## config.mk

```make
export PLATFORM = sky130hd
export DESIGN_NAME = utf8_stream_decoder_flat
export DESIGN_NICKNAME = d
export VERILOG_FILES = /design/src/hw/rtl/u8d_pkg.sv /design/src/hw/rtl/u8d_byte_if.sv /design/src/hw/rtl/u8d_char_if.sv /design/src/hw/rtl/utf8_stream_decoder.sv /design/src/flat_wrapper.sv
export SDC_FILE = /design/constraint.sdc
export NUM_CORES = 1
export LEC_CHECK = 0
export BUFFER_PORTS_ARGS = -buffer_cell sky130_fd_sc_hd__buf_4
export CAP_MARGIN = 10
export CELL_PAD_IN_SITES_DETAIL_PLACEMENT = 0
export CELL_PAD_IN_SITES_GLOBAL_PLACEMENT = 1
export CORE_MARGIN = 4
export CORE_UTILIZATION = 45
export CTS_CLUSTER_DIAMETER = 40
export DETAILED_ROUTE_END_ITERATION = 10
export PLACE_DENSITY_LB_ADDON = 0.12
export SKIP_LAST_GASP = 1
export SYNTH_ARGS = -nofsm -noshare
export SYNTH_HDL_FRONTEND = slang
export SYNTH_SLANG_ARGS = --single-unit
```

## constraint.sdc

```tcl
create_clock -name clk -period 4.04 [get_ports clk]
set_clock_uncertainty 0.05 [all_clocks]
set_input_delay 0.202 -clock clk [delete_from_list [all_inputs] [get_ports clk]]
set_output_delay 0.202 -clock clk [all_outputs]
set_load 0.05 [all_outputs]
```

## src/hw/rtl/u8d_pkg.sv

```systemverilog
// ----------------------------------------------------------------------------
// u8d_pkg
// Shared widths and byte-class constants for the UTF-8 stream decoder.
// ----------------------------------------------------------------------------
package u8d_pkg;

  localparam int BYTE_W  = 8;
  localparam int CP_W    = 21;
  localparam int OWED_W  = 2;
  localparam int CONT_W  = 6;

  // continuation byte detection
  localparam logic [BYTE_W-1:0] CONT_MASK = 8'hC0;
  localparam logic [BYTE_W-1:0] CONT_TAG  = 8'h80;

  // lead byte ranges
  localparam logic [BYTE_W-1:0] ASCII_HI  = 8'h7F;
  localparam logic [BYTE_W-1:0] LEAD2_LO  = 8'hC2;
  localparam logic [BYTE_W-1:0] LEAD2_HI  = 8'hDF;
  localparam logic [BYTE_W-1:0] LEAD3_LO  = 8'hE0;
  localparam logic [BYTE_W-1:0] LEAD3_HI  = 8'hEF;
  localparam logic [BYTE_W-1:0] LEAD4_LO  = 8'hF0;
  localparam logic [BYTE_W-1:0] LEAD4_HI  = 8'hF4;

  // owed byte counts after a lead byte
  localparam logic [OWED_W-1:0] OWED_NONE = 2'd0;
  localparam logic [OWED_W-1:0] OWED_ONE  = 2'd1;
  localparam logic [OWED_W-1:0] OWED_TWO  = 2'd2;
  localparam logic [OWED_W-1:0] OWED_THREE = 2'd3;

endpackage

```

## src/hw/rtl/u8d_byte_if.sv

```systemverilog
// ----------------------------------------------------------------------------
// u8d_byte_if
// Byte channel into the decoder: one raw byte and an end-of-string flag.
// ----------------------------------------------------------------------------
interface u8d_byte_if
  import u8d_pkg::*;
();
  logic              valid;
  logic              ready;
  logic [BYTE_W-1:0] byte_value;
  logic              last_byte;

  modport source (output valid, output byte_value, output last_byte, input ready);
  modport sink   (input valid, input byte_value, input last_byte, output ready);
endinterface

```

## src/hw/rtl/u8d_char_if.sv

```systemverilog
// ----------------------------------------------------------------------------
// u8d_char_if
// Code point channel out of the decoder.
// ----------------------------------------------------------------------------
interface u8d_char_if
  import u8d_pkg::*;
();
  logic            valid;
  logic            ready;
  logic [CP_W-1:0] code_point;
  logic            string_done;

  modport source (output valid, output code_point, output string_done, input ready);
  modport sink   (input valid, input code_point, input string_done, output ready);
endinterface

```

## src/hw/rtl/utf8_stream_decoder.sv

```systemverilog
// ----------------------------------------------------------------------------
// utf8_stream_decoder
// Decodes a UTF-8 byte stream into code points, one byte per request.
// ----------------------------------------------------------------------------
// A code point appears on char_chan in the cycle after its final byte is accepted.
// Throughput: one byte per cycle while char_chan is not stalled; the single result
// register is the only stage, and it refills in the same cycle it is drained.
// Reset: rst clears the owed count, the accumulator and the result valid.
module utf8_stream_decoder
  import u8d_pkg::*;
(
  input  logic       clk,
  input  logic       rst,
  u8d_byte_if.sink   byte_chan,
  u8d_char_if.source char_chan
);

  logic [OWED_W-1:0] bytes_owed;
  logic [OWED_W-1:0] bytes_owed_next;
  logic [CP_W-1:0]   accumulator;
  logic [CP_W-1:0]   accumulator_next;
  logic              out_valid;
  logic [CP_W-1:0]   code_point;
  logic              string_done;

  logic              in_accept;
  logic              emit;
  logic              is_cont;
  logic [OWED_W-1:0] owed_dec;

  // take a byte whenever the result register is empty or being drained
  assign byte_chan.ready = !out_valid || char_chan.ready;
  assign in_accept       = byte_chan.valid && byte_chan.ready;

  assign is_cont  = (byte_chan.byte_value & CONT_MASK) == CONT_TAG;
  assign owed_dec = bytes_owed - OWED_ONE;

  // next decoder state and emit decision for the incoming byte
  always_comb begin
    bytes_owed_next  = bytes_owed;
    accumulator_next = accumulator;
    emit             = 1'b0;
    if (bytes_owed != OWED_NONE) begin
      if (is_cont) begin
        accumulator_next = {accumulator[CP_W-CONT_W-1:0], byte_chan.byte_value[CONT_W-1:0]};
      end
      bytes_owed_next = owed_dec;
      emit            = (owed_dec == OWED_NONE);
    end else begin
      unique case (byte_chan.byte_value) inside
        [8'h00:ASCII_HI]: begin
          accumulator_next = CP_W'(byte_chan.byte_value);
          emit             = 1'b1;
        end
        [LEAD2_LO:LEAD2_HI]: begin
          accumulator_next = CP_W'(byte_chan.byte_value[4:0]);
          bytes_owed_next  = OWED_ONE;
        end
        [LEAD3_LO:LEAD3_HI]: begin
          accumulator_next = CP_W'(byte_chan.byte_value[3:0]);
          bytes_owed_next  = OWED_TWO;
        end
        [LEAD4_LO:LEAD4_HI]: begin
          accumulator_next = CP_W'(byte_chan.byte_value[2:0]);
          bytes_owed_next  = OWED_THREE;
        end
        default: begin
          // invalid lead byte, dropped
        end
      endcase
    end
  end

  // decoder state, cleared at the end of each string
  always_ff @(posedge clk) begin
    if (rst) begin
      bytes_owed  <= OWED_NONE;
      accumulator <= '0;
    end else if (in_accept) begin
      if (byte_chan.last_byte) begin
        bytes_owed  <= OWED_NONE;
        accumulator <= '0;
      end else begin
        bytes_owed  <= bytes_owed_next;
        accumulator <= accumulator_next;
      end
    end
  end

  // result register valid
  always_ff @(posedge clk) begin
    if (rst) begin
      out_valid <= 1'b0;
    end else if (byte_chan.ready) begin
      out_valid <= in_accept && emit;
    end
  end

  // result register payload
  always_ff @(posedge clk) begin
    if (in_accept && emit) begin
      code_point  <= accumulator_next;
      string_done <= byte_chan.last_byte;
    end
  end

  assign char_chan.valid       = out_valid;
  assign char_chan.code_point  = code_point;
  assign char_chan.string_done = string_done;

  // an empty result register never holds off the byte side
  a_ready_when_empty: assert property (@(posedge clk) disable iff (rst)
    !out_valid |-> byte_chan.ready)
    else $error("byte channel stalled with empty result register");

  // end of string leaves the decoder idle
  a_last_clears: assert property (@(posedge clk) disable iff (rst)
    in_accept && byte_chan.last_byte |=> bytes_owed == OWED_NONE && accumulator == '0)
    else $error("state not cleared after last byte");

  // a new result only follows an accepted byte
  a_result_source: assert property (@(posedge clk) disable iff (rst)
    $rose(out_valid) |-> $past(in_accept))
    else $error("result appeared without an accepted byte");

  // ascii outside a sequence passes straight through
  a_ascii_pass: assert property (@(posedge clk) disable iff (rst)
    in_accept && bytes_owed == OWED_NONE && byte_chan.byte_value <= ASCII_HI
    |=> out_valid && code_point == CP_W'($past(byte_chan.byte_value)))
    else $error("ascii byte not emitted unchanged");

endmodule
```

## src/flat_wrapper.sv

```systemverilog
// flat-port wrapper written by rule: the top's interface ports become plain ports
module utf8_stream_decoder_flat import u8d_pkg::*;
  (clk, rst, byte_chan_valid, byte_chan_byte_value, byte_chan_last_byte, byte_chan_ready, char_chan_valid, char_chan_code_point, char_chan_string_done, char_chan_ready);
  u8d_byte_if byte_chan_i ();
  u8d_char_if char_chan_i ();
  input  logic clk;
  input  logic rst;
  input wire logic [$bits(byte_chan_i.valid)-1:0] byte_chan_valid;
  input wire logic [$bits(byte_chan_i.byte_value)-1:0] byte_chan_byte_value;
  input wire logic [$bits(byte_chan_i.last_byte)-1:0] byte_chan_last_byte;
  output wire logic [$bits(byte_chan_i.ready)-1:0] byte_chan_ready;
  output wire logic [$bits(char_chan_i.valid)-1:0] char_chan_valid;
  output wire logic [$bits(char_chan_i.code_point)-1:0] char_chan_code_point;
  output wire logic [$bits(char_chan_i.string_done)-1:0] char_chan_string_done;
  input wire logic [$bits(char_chan_i.ready)-1:0] char_chan_ready;
  assign byte_chan_i.valid = byte_chan_valid;
  assign byte_chan_i.byte_value = byte_chan_byte_value;
  assign byte_chan_i.last_byte = byte_chan_last_byte;
  assign byte_chan_ready = byte_chan_i.ready;
  assign char_chan_valid = char_chan_i.valid;
  assign char_chan_code_point = char_chan_i.code_point;
  assign char_chan_string_done = char_chan_i.string_done;
  assign char_chan_i.ready = char_chan_ready;
  utf8_stream_decoder u_core (.clk(clk), .rst(rst), .byte_chan(byte_chan_i), .char_chan(char_chan_i));
endmodule
```

==> run metrics, run 1 <==
outcome=completed; Clock Latency Late Sink=0.29 ns; Num CTS Buffers=5; Critical-path top delay cell=o21ba_2; Filler cells=around 340; Slew @ Worst Pin=about 1.0 ns; Reg2Reg Depth=4; top cell type's share of synthesized area=0.3438; WL/cell=16.31 um; initial core utilization=0.4736; hold path endpoint=u_core.accumulator[0]$_SDFFE_PP0P_; fin nets=200; Area Overhead vs Synth=20.96%; # DRC=0; hold_sp=byte_chan_byte_value[0]; routability cong.=0.9406; critical path cell sequence=or2_2 > mux2i_1 > o21ba_2 > mux2_2; Final min period=roughly 2.3 ns; kind of critical path=reg2reg; R2R Setup Slk=around 1.8 ns; Vert. Die Dim=73.35 um; synthesized flop and latch total=46; Avg Cell Area, Syn=approximately 13 um2; antenna-violating nets left=0; Leak=0.8785 nW; Vias/cell=around 5.8; Ys Warns=0; reg2reg start=u_core.bytes_owed[1]$_SDFFE_PP0P_; fmax=approximately 440 MHz; Synth Flop Type=dfxtp_1; # clock sinks=between 40 and 50; area of the multi-input gates=roughly 730 um2; overall power=between 0.9 and 1 mW; Initial DRC Count=between 80 and 90; Finish-stage setup viols=0; peak supply drop=about 0.15 mV; Synth async-reset ratio=0; Final Hold Fails=0; Netlist cell types=between 40 and 50; Syn Std Cell Area=slightly below 2000 um2; DR vias=about 1400; antenna violations before repair=0; Worst Hold Class=in2reg; CP max FO=24; first-pass detailed-route iteration total=4; Max Cap Violations=0; critical path depth=4; Reg area=1141 um2; H-tree depth=2; register area share after synthesis=0.5938; setup TNS=0 ns; Max stage delay on crit path=roughly 0.66 ns; io pins=37; Worst path top cell family by delay=compound AO/OA/AOI/OAI gates; DP HPWL=about 2.7 mm; core area=4058 um2; area leader, netlist=edfxtp_1; final WL=~3.9 mm; CTS resizes=0; clock tree buffer depth=2; pin count of the biggest net entering global routing=25; hold path depth=2; total gr overflow=0; critical path launch point type=flop; crit path buf inv count=0; PwrDens=between 400 and 500 nW/um2; CP required=between 4 and 5 ns; CP endpoint kind=flop; Cell Rows=23; Slew HR=0.3157; # Post-CTS Setup Buffers=0; Hold Worst Slack=~0.091 ns; layout cells sized above 1=0.3032; CTS tree=built; Syn Nets=around 160; root buf cell=clkbuf_8; first-pass GRT wire length=around 6.4 mm; vias in the first global route=around 1400; GRT Total Usage=0.1539; post-synthesis cell count=~150; hold buffer count at cts=0; crit share post-route=0.5627; Die ar.=5380 um2; Util after Layout=0.5729; Chip Width=between 70 and 80 um; # port buffers=36; worst reg2reg endpoint=u_core.char_chan.code_point[2]$_DFFE_PP_; top post-synthesis cells by area=edfxtp_1, dfxtp_1, a22o_1, mux2_2, a22o_2; crit path DAT=about 2.3 ns; top cells by count, synth=a22o_1, dfxtp_1, edfxtp_1, nand2_1, nor2_1; CTS clk-pin slew, worst paths=0.09 ns; RSZ-0062 raised after global routing=no; Slew Limit Fails=0; ANT cells=0; count leader, synth=a22o_1; number of enable flip-flop cells after synthesis=22
==> flip-flops by register name, summed over array words and instances (netlist names) <==
signal	count
u_core.accumulator	21
u_core.bytes_owed	2
u_core.char_chan.code_point	21
u_core.char_chan.string_done	1
u_core.char_chan.valid	1
==> cell families (layout without fill, tap and decap cells) <==
group | count (synthesis) | after routing | share of synthesized area
compound gates | 59 | 59 | 0.2559
buf+inv | 9 | 46 | 0.02669
mux | 5 | 5 | 0.02799
simple gates | 32 | 32 | 0.09572
flops | 46 | 46 | 0.5937
==> worst register-to-register path, delay by kind of cell, from the launching register on <==
family | cells | cell delay, ns
DFF | 1 | 0.36
AOI/OAI and AO/OA | 1 | 0.66
and+or+nand+nor | 1 | 0.34
muxes | 2 | 0.62
==> how the worst max path moves through the flow <==
stage                                                    from                                        to
final                       u_core.bytes_owed[1]$_SDFFE_PP0P_  u_core.char_chan.code_point[2]$_DFFE_PP_
after global placement                byte_chan_byte_value[2]  u_core.char_chan.code_point[0]$_DFFE_PP_
after global routing        u_core.bytes_owed[1]$_SDFFE_PP0P_        u_core.accumulator[1]$_SDFFE_PP0P_
after CTS                   u_core.bytes_owed[1]$_SDFFE_PP0P_        u_core.accumulator[1]$_SDFFE_PP0P_
after detailed placement              byte_chan_byte_value[2]  u_core.char_chan.code_point[2]$_DFFE_PP_
after floorplan           u_core.char_chan.valid$_SDFFE_PP0N_        u_core.accumulator[4]$_SDFFE_PP0P_
==> per-stage QoR <==
step                      std cells  area [um2]  worst slack (ns)
after global placement          230        2215             1.804
after floorplan                 151        1922             1.611
after detailed placement        230        2215             1.771
after CTS                       238        2325             1.760
after global routing            238        2325             1.573
final                           238        2325             1.767
==> power breakdown <==
group / total, mW / switching, mW / internal, mW
Combinational: 0.125 / 0.0850 / 0.0401
Clock: 0.333 / 0.149 / 0.184
Sequential: 0.509 / 0.00662 / 0.502
Total: 0.967 / 0.240 / 0.727
==> placed cells by master, fill, tap and decap left out, types with 2 or more instances in the layout <==
cell type | netlist | layout
and2_1 | 2 | 2
o21ba_2 | 2 | 2
o21ai_0 | 5 | 5
a21oi_1 | 5 | 5
edfxtp_1 | 22 | 22
a32oi_1 | 2 | 2
nand3b_1 | 3 | 3
dfxtp_1 | 24 | 24
o21a_1 | 3 | 3
buf_4 | 0 | 37
mux2i_1 | 2 | 2
a22o_1 | 30 | 30
nand2b_1 | 3 | 3
nand2_1 | 7 | 7
a22o_2 | 3 | 3
a31oi_1 | 2 | 2
clkbuf_8 | 0 | 5
mux2_2 | 3 | 3
nor2_1 | 6 | 6
==> cell type report <==
| type | count | share of cell area |
|---|---|---|
| clock buffers | 6 | 0.03122 |
| clock inverters | 2 | 0.01615 |
| inverters | 1 | 0.001615 |
| multi-input cells | 96 | 0.3138 |
| flip-flops and latches | 46 | 0.4908 |
| well taps | 50 | 0.02691 |
| repair buffers | 37 | 0.1195 |
==> routing by layer <==
| metal | up-vias | share of wire | global-route usage | wire, um |
|---|---|---|---|---|
| li1 | 668 | - | - | - |
| met1 | 663 | 0.45 | 0.1958 | 1757 |
| met2 | 41 | 0.48 | 0.2512 | 1845 |
| met3 | 10 | 0.051 | 0.03694 | 197 |
| met4 | 0 | 0.021 | 0.06237 | 82 |
| met5 | - | 0 | 0 | 0 |
Power figures use the tool's default switching activity.
==> run 2, diff against run 1 <==
- CORE_UTILIZATION: 45 -> 43
- clock period: 4.04 -> 2.1 ns (I/O delays scaled with it)
==> run 2 against run 1 <==
Final cell count increased by 5.9%; largest power group unchanged; register-to-register slack got worse by 1.6 ns; clock-buffer cell count decreased by 1; global-route usage decreased by 0.19 points; die area increased by 4.1%; via count increased by 3.7%; critical path depth increased by 2; wire length increased by 2.2%; highest routed layer unchanged; sequential power increased by 92%; critical endpoint is now u_core.char_chan.code_point[1]$_DFFE_PP_.
==> run metrics, run 2 (synthesis gave the netlist of run 1 again) <==
peak supply drop=between 0.3 and 0.4 mV; Final Hold Fails=0; # clock sinks=46; Slew @ Worst Pin=just over 0.5 ns; critical path launch point type=primary input; CP required=between 2 and 2.5 ns; sequential power share=0.515; Logic pwr share=0.140; CTS tree=built; DP HPWL=between 2 and 3 mm; clock tree buffer depth=2; Max Cap Violations=0; pin count of the biggest net entering global routing=16; CTS clk-pin slew, worst paths=0.08 ns; H-tree depth=2; setup TNS=0 ns; Vert. Die Dim=about 75 um; GRT Total Usage=0.1520; Vias/cell=roughly 5.7; DR vias=between 1000 and 1500; most common cell after layout, fill and taps aside=buf_4; fmax=a little under 500 MHz; root buf cell=clkbuf_8; dpl ws=~0.16 ns; RSZ-0062 raised after global routing=yes; Switch Pwr=between 0.4 and 0.5 mW; antenna-violating nets left=0; core area=between 4000 and 5000 um2; # DRC=0; Worst Hold Class=in2reg; Final Non-Filler Cells=between 200 and 300; Final min period=2.067 ns; Finish-stage setup viols=0; Cell Rows=24; outcome=completed; kind of critical path=in2reg; Placed Cells=roughly 240; Net Sw Frac=0.2521; Area Overhead vs Synth=27.15%; overall power=1.899 mW; antenna violations before repair=0; vias in the first global route=~1300; total gr overflow=0; Leak=0.9447 nW; largest registers=u_core.accumulator x21, u_core.char_chan.code_point x21, u_core.bytes_owed x2; Die ar.=between 5000 and 6000 um2; routability cong.=1.042; first-pass detailed-route iteration total=4; PwrDens=777.3 nW/um2; CP endpoint kind=flop; Chip Width=about 75 um; initial core utilization=0.4414; fin nets=212; layout cells sized above 1=0.3350; final worst setup slack=about 0.033 ns; crit path DAT=between 2 and 2.5 ns; Num CTS Buffers=5; Slew HR=0.6633; Critical-path top delay cell=dlygate4sd3_1; first-pass GRT wire length=6.492 mm; Filler cells=between 300 and 400; final WL=a little under 4 mm; ANT cells=0; clock power share=0.344; Hold Worst Slack=0.01724 ns; WL/cell=~16 um; most frequent cells in the layout=buf_4, a22o_1, dfxtp_1; critical path cell sequence=dlygate4sd3_1 > buf_4 > or4_4 > o21ai_1 > o21ba_2 > mux2_2; area of the multi-input gates=between 700 and 800 um2; Slew Limit Fails=0; # port buffers=36; crit share post-route=0.9842; io pins=37; CP max FO=5; Max stage delay on crit path=0.54 ns; Reg area=1142 um2; internal power=1.420 mW; Initial DRC Count=94; Clock Latency Late Sink=0.29 ns
## run 2: final cells by class
type                       count  area share
multi-input combinational     96      0.2995
sequential                    46      0.4675
inverter                       1    0.001536
clock inverter                 3     0.01792
timing repair buffer          49      0.1587
clock buffer                   5     0.02816
tap                           52     0.02663
## run 2: power groups by stage
stage	logic (mW)	clock network [mW]	registers, mW
after floorplan	0.0938	0	1.07
after global placement	0.255	0	0.999
after detailed placement	0.257	0	1.00
after CTS	0.266	0.677	0.979
after global routing	0.285	0.712	0.982
final	0.266	0.654	0.979
## run 2: worst max-delay path, delay by kind of cell
kind                   cells  cell delay (ns)
AOI/OAI and AO/OA          2             0.38
muxes                      1             0.36
buffers and inverters      2             0.69
and+or+nand+nor            1             0.54
## run 2: metal layers
metal | up-vias | part of all wire | GRT usage
li1 | 695 | - | -
met1 | 695 | 0.46 | 0.1968
met2 | 32 | 0.47 | 0.2340
met3 | 11 | 0.044 | 0.04272
met4 | 0 | 0.025 | 0.07312
met5 | - | 0 | 0
## run 2: worst paths after layout
check	end	depth (start not counted)	slack, ns	from
setup / recovery	u_core.char_chan.code_point[1]$_DFFE_PP_	6	0.03	byte_chan_byte_value[2]
hold reg to reg	u_core.accumulator[17]$_SDFFE_PP0P_	1	0.43	u_core.accumulator[17]$_SDFFE_PP0P_
hold / removal	u_core.char_chan.valid$_SDFFE_PP0N_	3	0.02	byte_chan_valid
setup reg to reg	u_core.char_chan.code_point[5]$_DFFE_PP_	5	0.14	u_core.bytes_owed[1]$_SDFFE_PP0P_
## run 2: through the flow
stage / area, um2 / utilization
3_3_place_gp: 2273 / 0.5221
6_report: 2444 / 0.5612
4_1_cts: 2436 / 0.5595
2_1_floorplan: 1926 / -
5_1_grt: 2444 / 0.5612
3_5_place_dp: 2273 / 0.5221
## run 2: repair_timing
item	4_1_cts	5_1_grt
gates resized for setup	0	3
hold buffers	5	0
endpoints found under the setup margin	0	21
endpoints found under the hold margin	5	0
setup buffers	0	0
==> run 3, diff against run 2 <==
- CORE_UTILIZATION: 43 -> 39
- clock period: 2.1 -> 1.74 ns (I/O delays scaled with it)
==> run 3 against run 2 <==
The flow now finishes with violations (negative setup slack); via count grew 2.5%; largest cell class unchanged; final area rose by 5.3%; power up 15%; sequential share of layout area decreased by 2.1 points; clock-buffer cell count unchanged; critical path depth is the same; non-clock buffer count is 9 higher; sequential power up 21%; critical endpoint is now u_core.accumulator[2]$_SDFFE_PP0P_; wire length up 8.9%; sequential cell count unchanged; die area increased by 9.1%.
==> run metrics, run 3 (synthesis gave the netlist of run 1 again) <==
CP max FO=18; Die ar.=between 6000 and 7000 um2; fmax=between 500 and 600 MHz; Slew Limit Fails=0; Vias/cell=approximately 5.3; ANT cells=0; most common cell after layout, fill and taps aside=buf_4; RSZ-0062 raised after global routing=yes; pin count of the biggest net entering global routing=19; Vert. Die Dim=approximately 78 um; H-tree depth=2; crit path DAT=1.95 ns; critical path launch point type=flop; CP endpoint kind=flop; reg2reg start=u_core.bytes_owed[1]$_SDFFE_PP0P_; # port buffers=36; final WL=4.317 mm; Util after Layout=0.5413; PwrDens=~850 nW/um2; Filler cells=approximately 450; DP HPWL=~3 mm; sequential power share=0.541; Max stage delay on crit path=0.36 ns; antenna-violating nets left=0; Finish-stage setup viols=3; Initial DRC Count=74; CTS clk-pin slew, worst paths=approximately 0.080 ns; outcome=finished, violations left; final instance area=2574 um2; Logic pwr share=0.164; fin nets=approximately 220; Final min period=between 1.5 and 2 ns; hold path endpoint=u_core.char_chan.valid$_SDFFE_PP0N_; Critical-path top delay cell=dfxtp_4; dpl ws=-0.05972 ns; Switch Pwr=0.5899 mW; most frequent cells in the layout=buf_4, a22o_1, edfxtp_1; largest registers=u_core.accumulator x21, u_core.char_chan.code_point x21, u_core.bytes_owed x2; Final Hold Fails=0; failing checks=negative setup slack; first-pass detailed-route iteration total=4; layout cells sized above 1=0.3971; worst reg2reg endpoint=u_core.accumulator[2]$_SDFFE_PP0P_; Final Non-Filler Cells=roughly 280; # clock sinks=between 40 and 50; Reg2Reg Depth=6; total gr overflow=0; core area=approximately 4800 um2; antenna violations before repair=0; dpl cell area=2396 um2; Net Sw Frac=0.2705; routability cong.=0.8536; critical path cell sequence=or2_4 > mux2i_4 > o21a_1 > a311oi_4 > buf_12 > a22o_2; Worst path top cell family by delay=compound AO/OA/AOI/OAI gates; kind of critical path=reg2reg; WL/cell=15.64 um; internal power=roughly 1.6 mW; root buf cell=clkbuf_8; Area Overhead vs Synth=33.92%; GRT Total Usage=0.1474; CP required=roughly 1.9 ns; io pins=37; Slew @ Worst Pin=0.5098 ns; DR vias=between 1000 and 1500; Leak=between 1 and 1.5 nW; Worst Hold Class=in2reg; R2R Setup Slk=-0.01 ns; Cell Rows=25; Placed Cells=between 200 and 300; Chip Width=78.20 um; hold_sp=char_chan_ready; first-pass GRT wire length=between 7 and 8 mm; hold path depth=3; clock tree buffer depth=2; crit path buf inv count=1; clock power share=0.295; Slew HR=0.6602; # DRC=0; Num CTS Buffers=5; crit share post-route=1.006; Max Cap Violations=0; initial core utilization=0.4042; CTS tree=built; final worst setup slack=-0.01057 ns; Clock Latency Late Sink=approximately 0.29 ns; vias in the first global route=between 1000 and 1500; peak supply drop=about 0.48 mV
-- run 3: what timing repair did --
item,in CTS,in global routing
hold buffers,4,0
hold endpoints to repair,7,0
pin swaps,0,1
buffers inserted,0,2
resized for setup,3,6
gates cloned,0,0
setup endpoints to repair,17,33
-- run 3: per-layer routing --
layer | vias to the layer above | track usage | share of wire
met2 | 41 | 0.2449 | 0.47
li1 | 714 | - | -
met4 | 0 | 0.06119 | 0.020
met5 | - | 0 | 0
met3 | 10 | 0.03096 | 0.041
met1 | 704 | 0.1864 | 0.46
-- run 3: worst min-delay path: cells and delay by family --
family | cells | cell delay [ns]
compound gates | 1 | 0.06
buf+inv | 1 | 0.08
simple gates | 1 | 0.12
-- run 3: layout make-up --
cell class / instances / area (um2) / share of cell area
well taps: 67 / 83.83 / 0.03257
inverters: 1 / 3.754 / 0.001458
clock buffers: 5 / 68.82 / 0.02674
clock inverters: 3 / 20.02 / 0.007778
flip-flops and latches: 46 / 1150 / 0.4468
multi-input cells: 96 / 785.8 / 0.3053
repair buffers: 58 / 461.7 / 0.1794
-- run 3: power groups by stage --
stage / registers (mW) / clock network [mW] / logic (mW)
detailed placement: 1.21 / 0 / 0.337
global placement: 1.20 / 0 / 0.333
finish: 1.18 / 0.644 / 0.358
global route: 1.18 / 0.715 / 0.381
CTS: 1.18 / 0.666 / 0.349
floorplan: 1.29 / 0 / 0.122
-- run 3: per-stage QoR --
stage	power [mW]	hold WS [ns]	setup TNS, ns
CTS	2.196	0.02202	-0.1198
detailed placement	1.542	0.2775	-0.2083
global placement	1.537	0.2733	-0.1216
finish	2.181	0.03636	-0.02933
floorplan	1.414	0.1359	-0.2207
global route	2.280	0.02276	-1.293
-- run 3: how the worst max path moves through the flow --
| stage | start | endpoint | slack (ns) | cells after the start |
|---|---|---|---|---|
| floorplan | u_core.bytes_owed[0]$_SDFFE_PP0P_ | u_core.accumulator[4]$_SDFFE_PP0P_ | -0.02 | 6 |
| global placement | byte_chan_byte_value[2] | u_core.char_chan.code_point[0]$_DFFE_PP_ | -0.04 | 5 |
| detailed placement | byte_chan_byte_value[2] | u_core.char_chan.code_point[2]$_DFFE_PP_ | -0.06 | 5 |
| CTS | u_core.bytes_owed[1]$_SDFFE_PP0P_ | u_core.accumulator[2]$_SDFFE_PP0P_ | -0.02 | 6 |
| global route | u_core.bytes_owed[1]$_SDFFE_PP0P_ | u_core.accumulator[18]$_SDFFE_PP0P_ | -0.09 | 6 |
| finish | u_core.bytes_owed[1]$_SDFFE_PP0P_ | u_core.accumulator[2]$_SDFFE_PP0P_ | -0.01 | 6 |
